--- src/sv/pic16ie_pkg.sv ---
`default_nettype none
package pic16ie_pkg;

  localparam int PC_W = 14;

  localparam logic [PC_W-1:0] DEBUG_VECTOR = 14'h2004;
  localparam logic [PC_W-1:0] IRQ_VECTOR   = 14'h0004;

  localparam logic [3:0] WARMUP_RESET = 4'd5;
  localparam logic [3:0] WARMUP_MAX   = 4'd15;
  localparam logic [3:0] WARMUP_MIN   = 4'd3;
  localparam logic [7:0] STEP_MAX     = 8'd255;
  localparam logic [7:0] STEP_HALT    = 8'd3;

  localparam int GIE_BIT    = 7;
  localparam int PEIE_BIT   = 6;
  localparam int HALT_BIT   = 7;
  localparam int SSTEP_BIT  = 5;

  localparam logic [7:0] PIR1_MASK = 8'h7F;
  localparam logic [1:0] PIR2_MASK = 2'h3;

  typedef struct packed {
    logic [PC_W-1:0] program_counter;
    logic [7:0]      intcon_value;
    logic [7:0]      pie1_value;
    logic [7:0]      pir1_value;
    logic [7:0]      pie2_value;
    logic [7:0]      pir2_value;
    logic            has_second_bank;
    logic            instruction_pending;
    logic            clock_pin_level;
    logic [7:0]      debug_control;
    logic [7:0]      breakpoint_low;
  } req_t;

  typedef struct packed {
    logic [PC_W-1:0] next_pc;
    logic            took_interrupt;
    logic            took_debug_halt;
    logic [7:0]      intcon_out;
    logic [7:0]      debug_control_out;
    logic [7:0]      breakpoint_low_out;
    logic            instruction_pending_out;
  } rsp_t;

endpackage
`default_nettype wire

--- src/sv/pic16ie_stack_cell.sv ---
`default_nettype none
module pic16ie_stack_cell
  import pic16ie_pkg::*;
(
  input  wire logic            clk,
  input  wire logic            rst,
  input  wire logic            push,
  input  wire logic [PC_W-1:0] d,
  output logic      [PC_W-1:0] q
);

  logic [PC_W-1:0] entry;

  always_ff @(posedge clk) begin
    if (rst) begin
      entry <= '0;
    end else if (push) begin
      entry <= d;
    end
  end

  assign q = entry;

endmodule
`default_nettype wire

--- src/sv/pic16ie_entry.sv ---
`default_nettype none
module pic16ie_entry
  import pic16ie_pkg::*;
(
  input  wire logic clk,
  input  wire logic rst,
  input  wire logic accept,
  input  wire logic debug_enable,
  input  wire req_t req,
  output rsp_t      result,
  output logic      push
);

  logic       clock_pin_prev;
  logic [3:0] warmup_count;
  logic [7:0] single_step_count;

  logic [3:0]      warmup_next;
  logic [7:0]      step_next;
  logic            dbg_active;
  logic            pin_fall;
  logic            brk;
  logic            step_halt;
  logic            halt;
  logic            irq_req;
  logic            irq;
  logic [PC_W-1:0] bp_plus_one;
  logic [7:0]      intcon;

  assign intcon = req.intcon_value;

  always_comb begin
    dbg_active  = debug_enable & ~req.debug_control[HALT_BIT];
    warmup_next = (warmup_count == WARMUP_MAX) ? warmup_count : warmup_count + 4'd1;
    step_next   = (single_step_count == STEP_MAX) ? single_step_count
                                                  : single_step_count + 8'd1;
    pin_fall    = clock_pin_prev & ~req.clock_pin_level;
    bp_plus_one = {1'b0, req.debug_control[4:0], req.breakpoint_low} + 14'd1;
    brk         = (req.program_counter == bp_plus_one) && (warmup_next > WARMUP_MIN);
    step_halt   = req.debug_control[SSTEP_BIT] && (step_next == STEP_HALT);
    halt        = dbg_active & (pin_fall | brk | step_halt);

    irq_req = intcon[GIE_BIT] &&
              ((|(intcon[5:3] & intcon[2:0])) ||
               (intcon[PEIE_BIT] &&
                ((|(req.pie1_value & req.pir1_value & PIR1_MASK)) ||
                 (req.has_second_bank &&
                  (|(req.pie2_value[1:0] & req.pir2_value[1:0] & PIR2_MASK))))));
    irq     = ~halt & ~req.instruction_pending & irq_req;
    push    = halt | irq;
  end

  always_comb begin
    result.next_pc                 = req.program_counter;
    result.took_interrupt          = irq;
    result.took_debug_halt         = halt;
    result.intcon_out              = intcon;
    result.debug_control_out       = req.debug_control;
    result.breakpoint_low_out      = req.breakpoint_low;
    result.instruction_pending_out = req.instruction_pending | halt | irq;
    if (halt) begin
      result.next_pc            = DEBUG_VECTOR;
      result.debug_control_out  = {1'b1, req.debug_control[6:5], req.program_counter[12:8]};
      result.breakpoint_low_out = req.program_counter[7:0];
    end else if (irq) begin
      result.next_pc                 = IRQ_VECTOR;
      result.intcon_out[GIE_BIT]     = 1'b0;
    end
  end

  always_ff @(posedge clk) begin
    if (rst) begin
      clock_pin_prev    <= 1'b0;
      warmup_count      <= WARMUP_RESET;
      single_step_count <= '0;
    end else if (accept && debug_enable) begin
      clock_pin_prev <= req.clock_pin_level;
      if (dbg_active) begin
        warmup_count <= warmup_next;
        if (req.debug_control[SSTEP_BIT]) begin
          single_step_count <= step_next;
        end
      end
    end
  end

endmodule
`default_nettype wire

--- src/sv/pic16_interrupt_and_debug_entry.sv ---
// PIC16 interrupt and debug entry. Takes one item per executed instruction
// step and returns one result item per step: the debug halt check (clock pin
// falling edge, breakpoint match after warm-up, third single step) and the
// interrupt check are made in the cycle the item is accepted, and the result
// goes to rsp (to skid if rsp stalls). A new item can be accepted every
// cycle; throughput is one item per cycle while rsp is not stalled. An output
// register plus one skid register sit on the result side, so req_stall rises
// only once both hold unaccepted results. Every entry pushes the pc onto a
// return stack built as a row of STACK_DEPTH cells that shift together.
// debug_enable is written through the cfg channel, which is always ready.
`default_nettype none
module pic16_interrupt_and_debug_entry
  import pic16ie_pkg::*;
#(
  parameter int STACK_DEPTH = 8
) (
  input  wire logic clk,
  input  wire logic rst,
  input  wire logic req_valid,
  output logic      req_stall,
  input  wire req_t req,
  output logic      rsp_valid,
  input  wire logic rsp_stall,
  output rsp_t      rsp,
  input  wire logic cfg_valid,
  output logic      cfg_ready,
  input  wire logic cfg_data
);

  logic debug_enable;
  logic skid_valid;
  rsp_t skid;
  rsp_t result;
  logic push;
  logic accept;
  logic rsp_free;

  logic [PC_W-1:0] stack [STACK_DEPTH];

  assign cfg_ready = 1'b1;
  assign req_stall = skid_valid;
  assign accept    = req_valid & ~req_stall;
  assign rsp_free  = ~rsp_valid | ~rsp_stall;

  always_ff @(posedge clk) begin
    if (rst) begin
      debug_enable <= 1'b0;
    end else if (cfg_valid && cfg_ready) begin
      debug_enable <= cfg_data;
    end
  end

  pic16ie_entry u_entry (
    .clk          (clk),
    .rst          (rst),
    .accept       (accept),
    .debug_enable (debug_enable),
    .req          (req),
    .result       (result),
    .push         (push)
  );

  for (genvar i = 0; i < STACK_DEPTH; i++) begin : g_stack
    pic16ie_stack_cell u_cell (
      .clk  (clk),
      .rst  (rst),
      .push (accept & push),
      .d    ((i == 0) ? req.program_counter : stack[(i == 0) ? 0 : i - 1]),
      .q    (stack[i])
    );
  end

  // output register and skid
  always_ff @(posedge clk) begin
    if (rst) begin
      rsp_valid  <= 1'b0;
      skid_valid <= 1'b0;
    end else if (rsp_free) begin
      rsp_valid  <= skid_valid | accept;
      skid_valid <= 1'b0;
    end else if (accept) begin
      skid_valid <= 1'b1;
    end
  end

  always_ff @(posedge clk) begin
    if (rsp_free) begin
      rsp <= skid_valid ? skid : result;
    end else if (accept) begin
      skid <= result;
    end
  end

  a_one_entry: assert property (@(posedge clk) disable iff (rst)
    rsp_valid |-> !(rsp.took_interrupt && rsp.took_debug_halt))
    else $error("interrupt and debug halt in the same item");

  a_skid_behind_out: assert property (@(posedge clk) disable iff (rst)
    skid_valid |-> rsp_valid)
    else $error("skid holds an item while output register is empty");

  a_push_top: assert property (@(posedge clk) disable iff (rst)
    (accept && push) |=> stack[0] == $past(req.program_counter))
    else $error("stack top does not hold the pushed pc");

  a_push_deep: assert property (@(posedge clk) disable iff (rst)
    (accept && push) |=> stack[STACK_DEPTH-1] == $past(stack[STACK_DEPTH-2]))
    else $error("stack did not shift down on push");

  a_entry_pending: assert property (@(posedge clk) disable iff (rst)
    (rsp_valid && (rsp.took_interrupt || rsp.took_debug_halt)) |->
      rsp.instruction_pending_out)
    else $error("entry without pending flag");

endmodule
`default_nettype wire

--- config.mk ---
export PLATFORM = sky130hd
export DESIGN_NAME = pic16_interrupt_and_debug_entry
export DESIGN_NICKNAME = d
export VERILOG_FILES = /design/src/sv/pic16ie_pkg.sv /design/src/sv/pic16ie_stack_cell.sv /design/src/sv/pic16ie_entry.sv /design/src/sv/pic16_interrupt_and_debug_entry.sv
export SDC_FILE = /design/constraint.sdc
export NUM_CORES = 1
export LEC_CHECK = 0
export ABC_AREA = 0
export CORE_ASPECT_RATIO = 0.7
export CORE_MARGIN = 8
export CORE_UTILIZATION = 25
export DETAILED_ROUTE_END_ITERATION = 6
export DONT_BUFFER_PORTS = 1
export GPL_TIMING_DRIVEN = 0
export HOLD_SLACK_MARGIN = 0.02
export SYNTH_ARGS = -nofsm -noshare
export SYNTH_HDL_FRONTEND = slang
export SYNTH_HIERARCHICAL = 1
export SYNTH_SLANG_ARGS = --single-unit
--- constraint.sdc ---
create_clock -name clk -period 5.9 [get_ports clk]
set_clock_uncertainty 0.05 [all_clocks]
set_input_delay 1.77 -clock clk [delete_from_list [all_inputs] [get_ports clk]]
set_output_delay 1.77 -clock clk [all_outputs]
set_load 0.005 [all_outputs]
==> results.rst <==
.. list-table::
   :header-rows: 1

   * - Metric
     - Value
   * - CTS Buf Count
     - 9
   * - Die height
     - ~130 um
   * - Clock tree from TritonCTS
     - built
   * - Net switching fraction of the power
     - 21.5%
   * - Number of max-slew violations in the final report
     - 0
   * - Non-filler instance count after layout
     - roughly 650
   * - Total number of placement rows
     - between 40 and 50
   * - All-layer global routing usage
     - about a tenth
   * - Maximum fanout along the worst path
     - 10
   * - Library cell contributing the largest single delay on the critical path
     - sky130_fd_sc_hd__nor4_1
   * - Final nets
     - 458
   * - Final HPWL DP
     - about 9000 um
   * - Post-cts repair resize count
     - 0
   * - Largest net degree at the start of global routing
     - 28
   * - Antenna diode count
     - 0
   * - Total stage count of the critical path
     - 10
   * - Power per cell area
     - 269 nW/um^2
   * - Worst endpoint data arrival time
     - between 4 and 5 ns
   * - Least-Margin Pin Slew
     - approximately 0.51 ns
   * - Final number of setup-violating endpoints
     - 0
   * - Buffer and inverter count on the worst path
     - 2
   * - Sequential area share after synthesis
     - 56.6%
   * - Sequential cell fraction of total power
     - ~54%
   * - Reg2Reg Launch Point
     - u_entry/single_step_count[0]
   * - Number of synthesized register bits
     - slightly below 100
   * - Clock latency on the worst-skew pair
     - between 0.3 and 0.4 ns
   * - Post-Syn Nets
     - about 450
   * - Gate count after technology mapping
     - about 360
   * - Period utilization
     - about 70%
   * - Detailed-route via count
     - 2896
   * - Area growth from synthesis to layout
     - 13.7%
   * - Number of enable flip-flop cells after synthesis
     - 82
   * - Wire length of the first global-routing pass
     - about 17000 um
   * - Post-CTS setup buffers
     - 0
   * - Floorplan die area
     - between 20000 and 25000 um^2
   * - Cell-internal power
     - about 1.2 mW
   * - FMAX
     - between 200 and 250 MHz
   * - Number of detailed-routing iterations run before antenna repair
     - 4
   * - Number of hold buffers added after cts
     - 0
   * - Fraction of final layout cells with drive strength greater than 1
     - 26.0%
   * - Average footprint of a synthesized cell
     - 13.5 um^2
   * - Routability-driven placement congestion ratio
     - between 0.7 and 0.8
   * - Root buffer selected by CTS
     - sky130_fd_sc_hd__clkbuf_16
   * - Clock sink total
     - just under 100
   * - Startpoint types
     - primary input
   * - GRT Residual Overflow
     - 0
   * - Tot Pwr
     - between 1.5 and 2 mW
   * - Ys flop type
     - sky130_fd_sc_hd__edfxtp_1
   * - DIE WIDTH
     - between 150 and 200 um
   * - Count of unique library cells instantiated by Yosys
     - between 50 and 60
   * - Filler Cells Inserted
     - roughly 2000
   * - Power spent charging and discharging nets
     - between 0.3 and 0.4 mW
   * - Number of buffers on the longest clock path
     - 2
   * - Unrepaired setup endpoints after global routing
     - false
   * - Cells on Worst Hold Path
     - 2
   * - Area of the mapped netlist
     - roughly 4900 um^2
   * - Number of nets with antenna violations after detailed routing
     - 0
   * - CP delay by family, top
     - simple AND/OR/NAND/NOR gates
   * - Vias in the first global route
     - 2913
   * - Status
     - complete, no violations
   * - Iteration-0 DRC Markers
     - between 200 and 300
   * - Count of cells along the worst register-to-register path
     - 10
   * - Finished Cell Area
     - between 5000 and 6000 um^2
   * - Final wirelength
     - about 12000 um
   * - Reg clk slew, reported paths
     - approximately 0.060 ns
   * - Wire per inst
     - ~18 um
   * - # port buffers
     - 0
   * - Top Ports
     - 123
   * - CTS H-tree lvls
     - 3
   * - Largest voltage drop on the vdd net
     - around 0.13 mV
   * - Number of synthesis warnings
     - 6
   * - WHS Endpoint
     - u_entry/clock_pin_prev
   * - Remaining DRCs
     - 0
   * - Cell total after placement
     - 635
   * - Routed via count divided by cell count
     - between 4 and 5
   * - Startpoint of the tightest hold check path
     - u_entry/clock_pin_prev
   * - Starting Density
     - about a quarter
   * - Total negative slack for setup checks
     - 0 ns
   * - Portion of total power attributed to the clock network
     - about two fifths
   * - Crit path required time
     - 5.94 ns
   * - DP Area
     - approximately 5300 um^2
   * - Worst Path Class, Setup
     - in -> reg
   * - Setup slack, reg-to-reg
     - a little under 3 ns
   * - Number of hold violations in the final report
     - 0
   * - Commonest non-fill, non-tap cell in the layout
     - sky130_fd_sc_hd__edfxtp_1
   * - Post-synthesis async set-or-reset flop share
     - 0%
   * - Endpoint class of the critical path
     - flip-flop
   * - Core region area
     - ~20000 um^2
   * - Capture point of the worst reg-to-reg path
     - rsp[13]
   * - Maxcap violations
     - 0
   * - Static Leakage
     - between 2 and 2.5 nW
   * - Largest stage delay on the critical path
     - about 0.39 ns
   * - Combinational fraction of design power
     - 7.6%
   * - CP cell instances
     - buf_2, nand4_2, nor2_1, xnor2_1, nor4_1, nand4_2, nand2_4, buf_12, mux2_4, mux2_4
   * - Initial antenna violation count
     - 2
   * - Worst hold margin
     - between 0.4 and 0.5 ns
   * - Class of the most critical hold timing path
     - reg -> reg
   * - Time the worst path needs with I/O delays and setup
     - between 4 and 5 ns
   * - Most frequent cells in the layout
     - sky130_fd_sc_hd__edfxtp_1 (82), sky130_fd_sc_hd__mux2_4 (43), sky130_fd_sc_hd__nor2_1 (32)
   * - Normalized max-slew margin
     - about two thirds
## flip-flops by register name, indices dropped and copies added (netlist names), named ones only
name,cells
rsp_valid,1
req_stall,1
u_entry/warmup_count,3
u_entry/single_step_count,8
rsp,41
u_entry/clock_pin_prev,1
skid,41
debug_enable,1
## cell usage after synthesis, drive strengths merged (3+ instances only)
| cell | count | share of area (%) |
|---|---|---|
| xor2 | 4 | 0.71 |
| edfxtp | 82 | 50 |
| mux2i | 7 | 1.4 |
| o21ai | 4 | 0.41 |
| nor3 | 5 | 0.51 |
| clkbuf | 3 | 0.23 |
| nand3 | 12 | 1.2 |
| dfxtp | 16 | 6.5 |
| nor2 | 32 | 2.4 |
| buf | 22 | 3.8 |
| nor4 | 4 | 0.51 |
| inv | 17 | 1.3 |
| mux2 | 52 | 15 |
| a22oi | 3 | 0.46 |
| nand4 | 8 | 1.4 |
| ha | 3 | 0.76 |
| nand2b | 3 | 0.38 |
| xnor2 | 20 | 3.6 |
| a211oi | 6 | 1.0 |
| a21oi | 10 | 1.0 |
| nand2 | 9 | 0.84 |
| and3 | 6 | 0.76 |
| nor2b | 5 | 0.64 |
## layout make-up
class | count | area, um^2 | share of cell area (%)
Clock inverter | 6 | 65.1 | 1.16
Sequential cell | 98 | 2780 | 49.8
Multi-Input combinational cell | 223 | 1880 | 33.5
Buffer | 25 | 198 | 3.54
Clock buffer | 10 | 229 | 4.09
Inverter | 17 | 63.8 | 1.14
Tap cell | 270 | 338 | 6.04
Timing Repair Buffer | 2 | 40.0 | 0.716
## how the worst max path moves through the flow
stage | startpoint | end | slack [ns]
after floorplan | req[5] | rsp[10] | 1.88
after global placement | req[5] | rsp[13] | 1.52
after detailed placement | req[5] | rsp[38] | 1.47
after CTS | req[5] | rsp[38] | 1.83
after global routing | req[5] | rsp[38] | 1.65
final | req[5] | rsp[13] | 1.84
## stage by stage
stage          worst slack (ns)  utilization (%)
3_3_place_gp               1.52             26.9
6_report                   1.84             28.6
5_1_grt                    1.65             28.6
3_5_place_dp               1.47             27.1
2_1_floorplan              1.88                -
4_1_cts                    1.83             28.6
## logic make-up after synthesis
group	share of synthesized area, %
xor gates and xnor gates	4.28
other	0.0763
buffers and inverters	5.32
AOI/OAI and AO/OA	6.08
adders and majority gates	0.764
muxes	16.6
and+or+nand+nor	10.3
DFF	56.6
## per-layer routing
metal	part of all wire (%)	GRT usage, %	wire length, um	up-vias
li1	-	-	-	1363
met1	43	10.7	5030	1415
met2	45	15.0	5330	97
met3	10	4.65	1200	17
met5	0.26	0	31	-
met4	1.6	3.20	194	4
## power by group through the flow
stage | clock network [mW] | logic [mW] | registers (mW)
2_1_floorplan | 0 | 0.0917 | 0.816
3_3_place_gp | 0 | 0.110 | 0.826
3_5_place_dp | 0 | 0.115 | 0.825
4_1_cts | 0.602 | 0.116 | 0.810
5_1_grt | 0.621 | 0.126 | 0.812
6_report | 0.580 | 0.115 | 0.808
## worst reg2reg max path, stage by stage (launching register included)
cell and delay [ns]:
sky130_fd_sc_hd__dfxtp_1 0.44, sky130_fd_sc_hd__ha_1 0.31, sky130_fd_sc_hd__nand3_1 0.19, sky130_fd_sc_hd__nor2_1 0.25, sky130_fd_sc_hd__a22o_1 0.20, sky130_fd_sc_hd__a32o_1 0.20, sky130_fd_sc_hd__nand2_1 0.12, sky130_fd_sc_hd__nand2_4 0.19
sky130_fd_sc_hd__buf_12 0.17, sky130_fd_sc_hd__mux2_4 0.32, sky130_fd_sc_hd__mux2_4 0.27
Power figures use the tool's default switching activity.
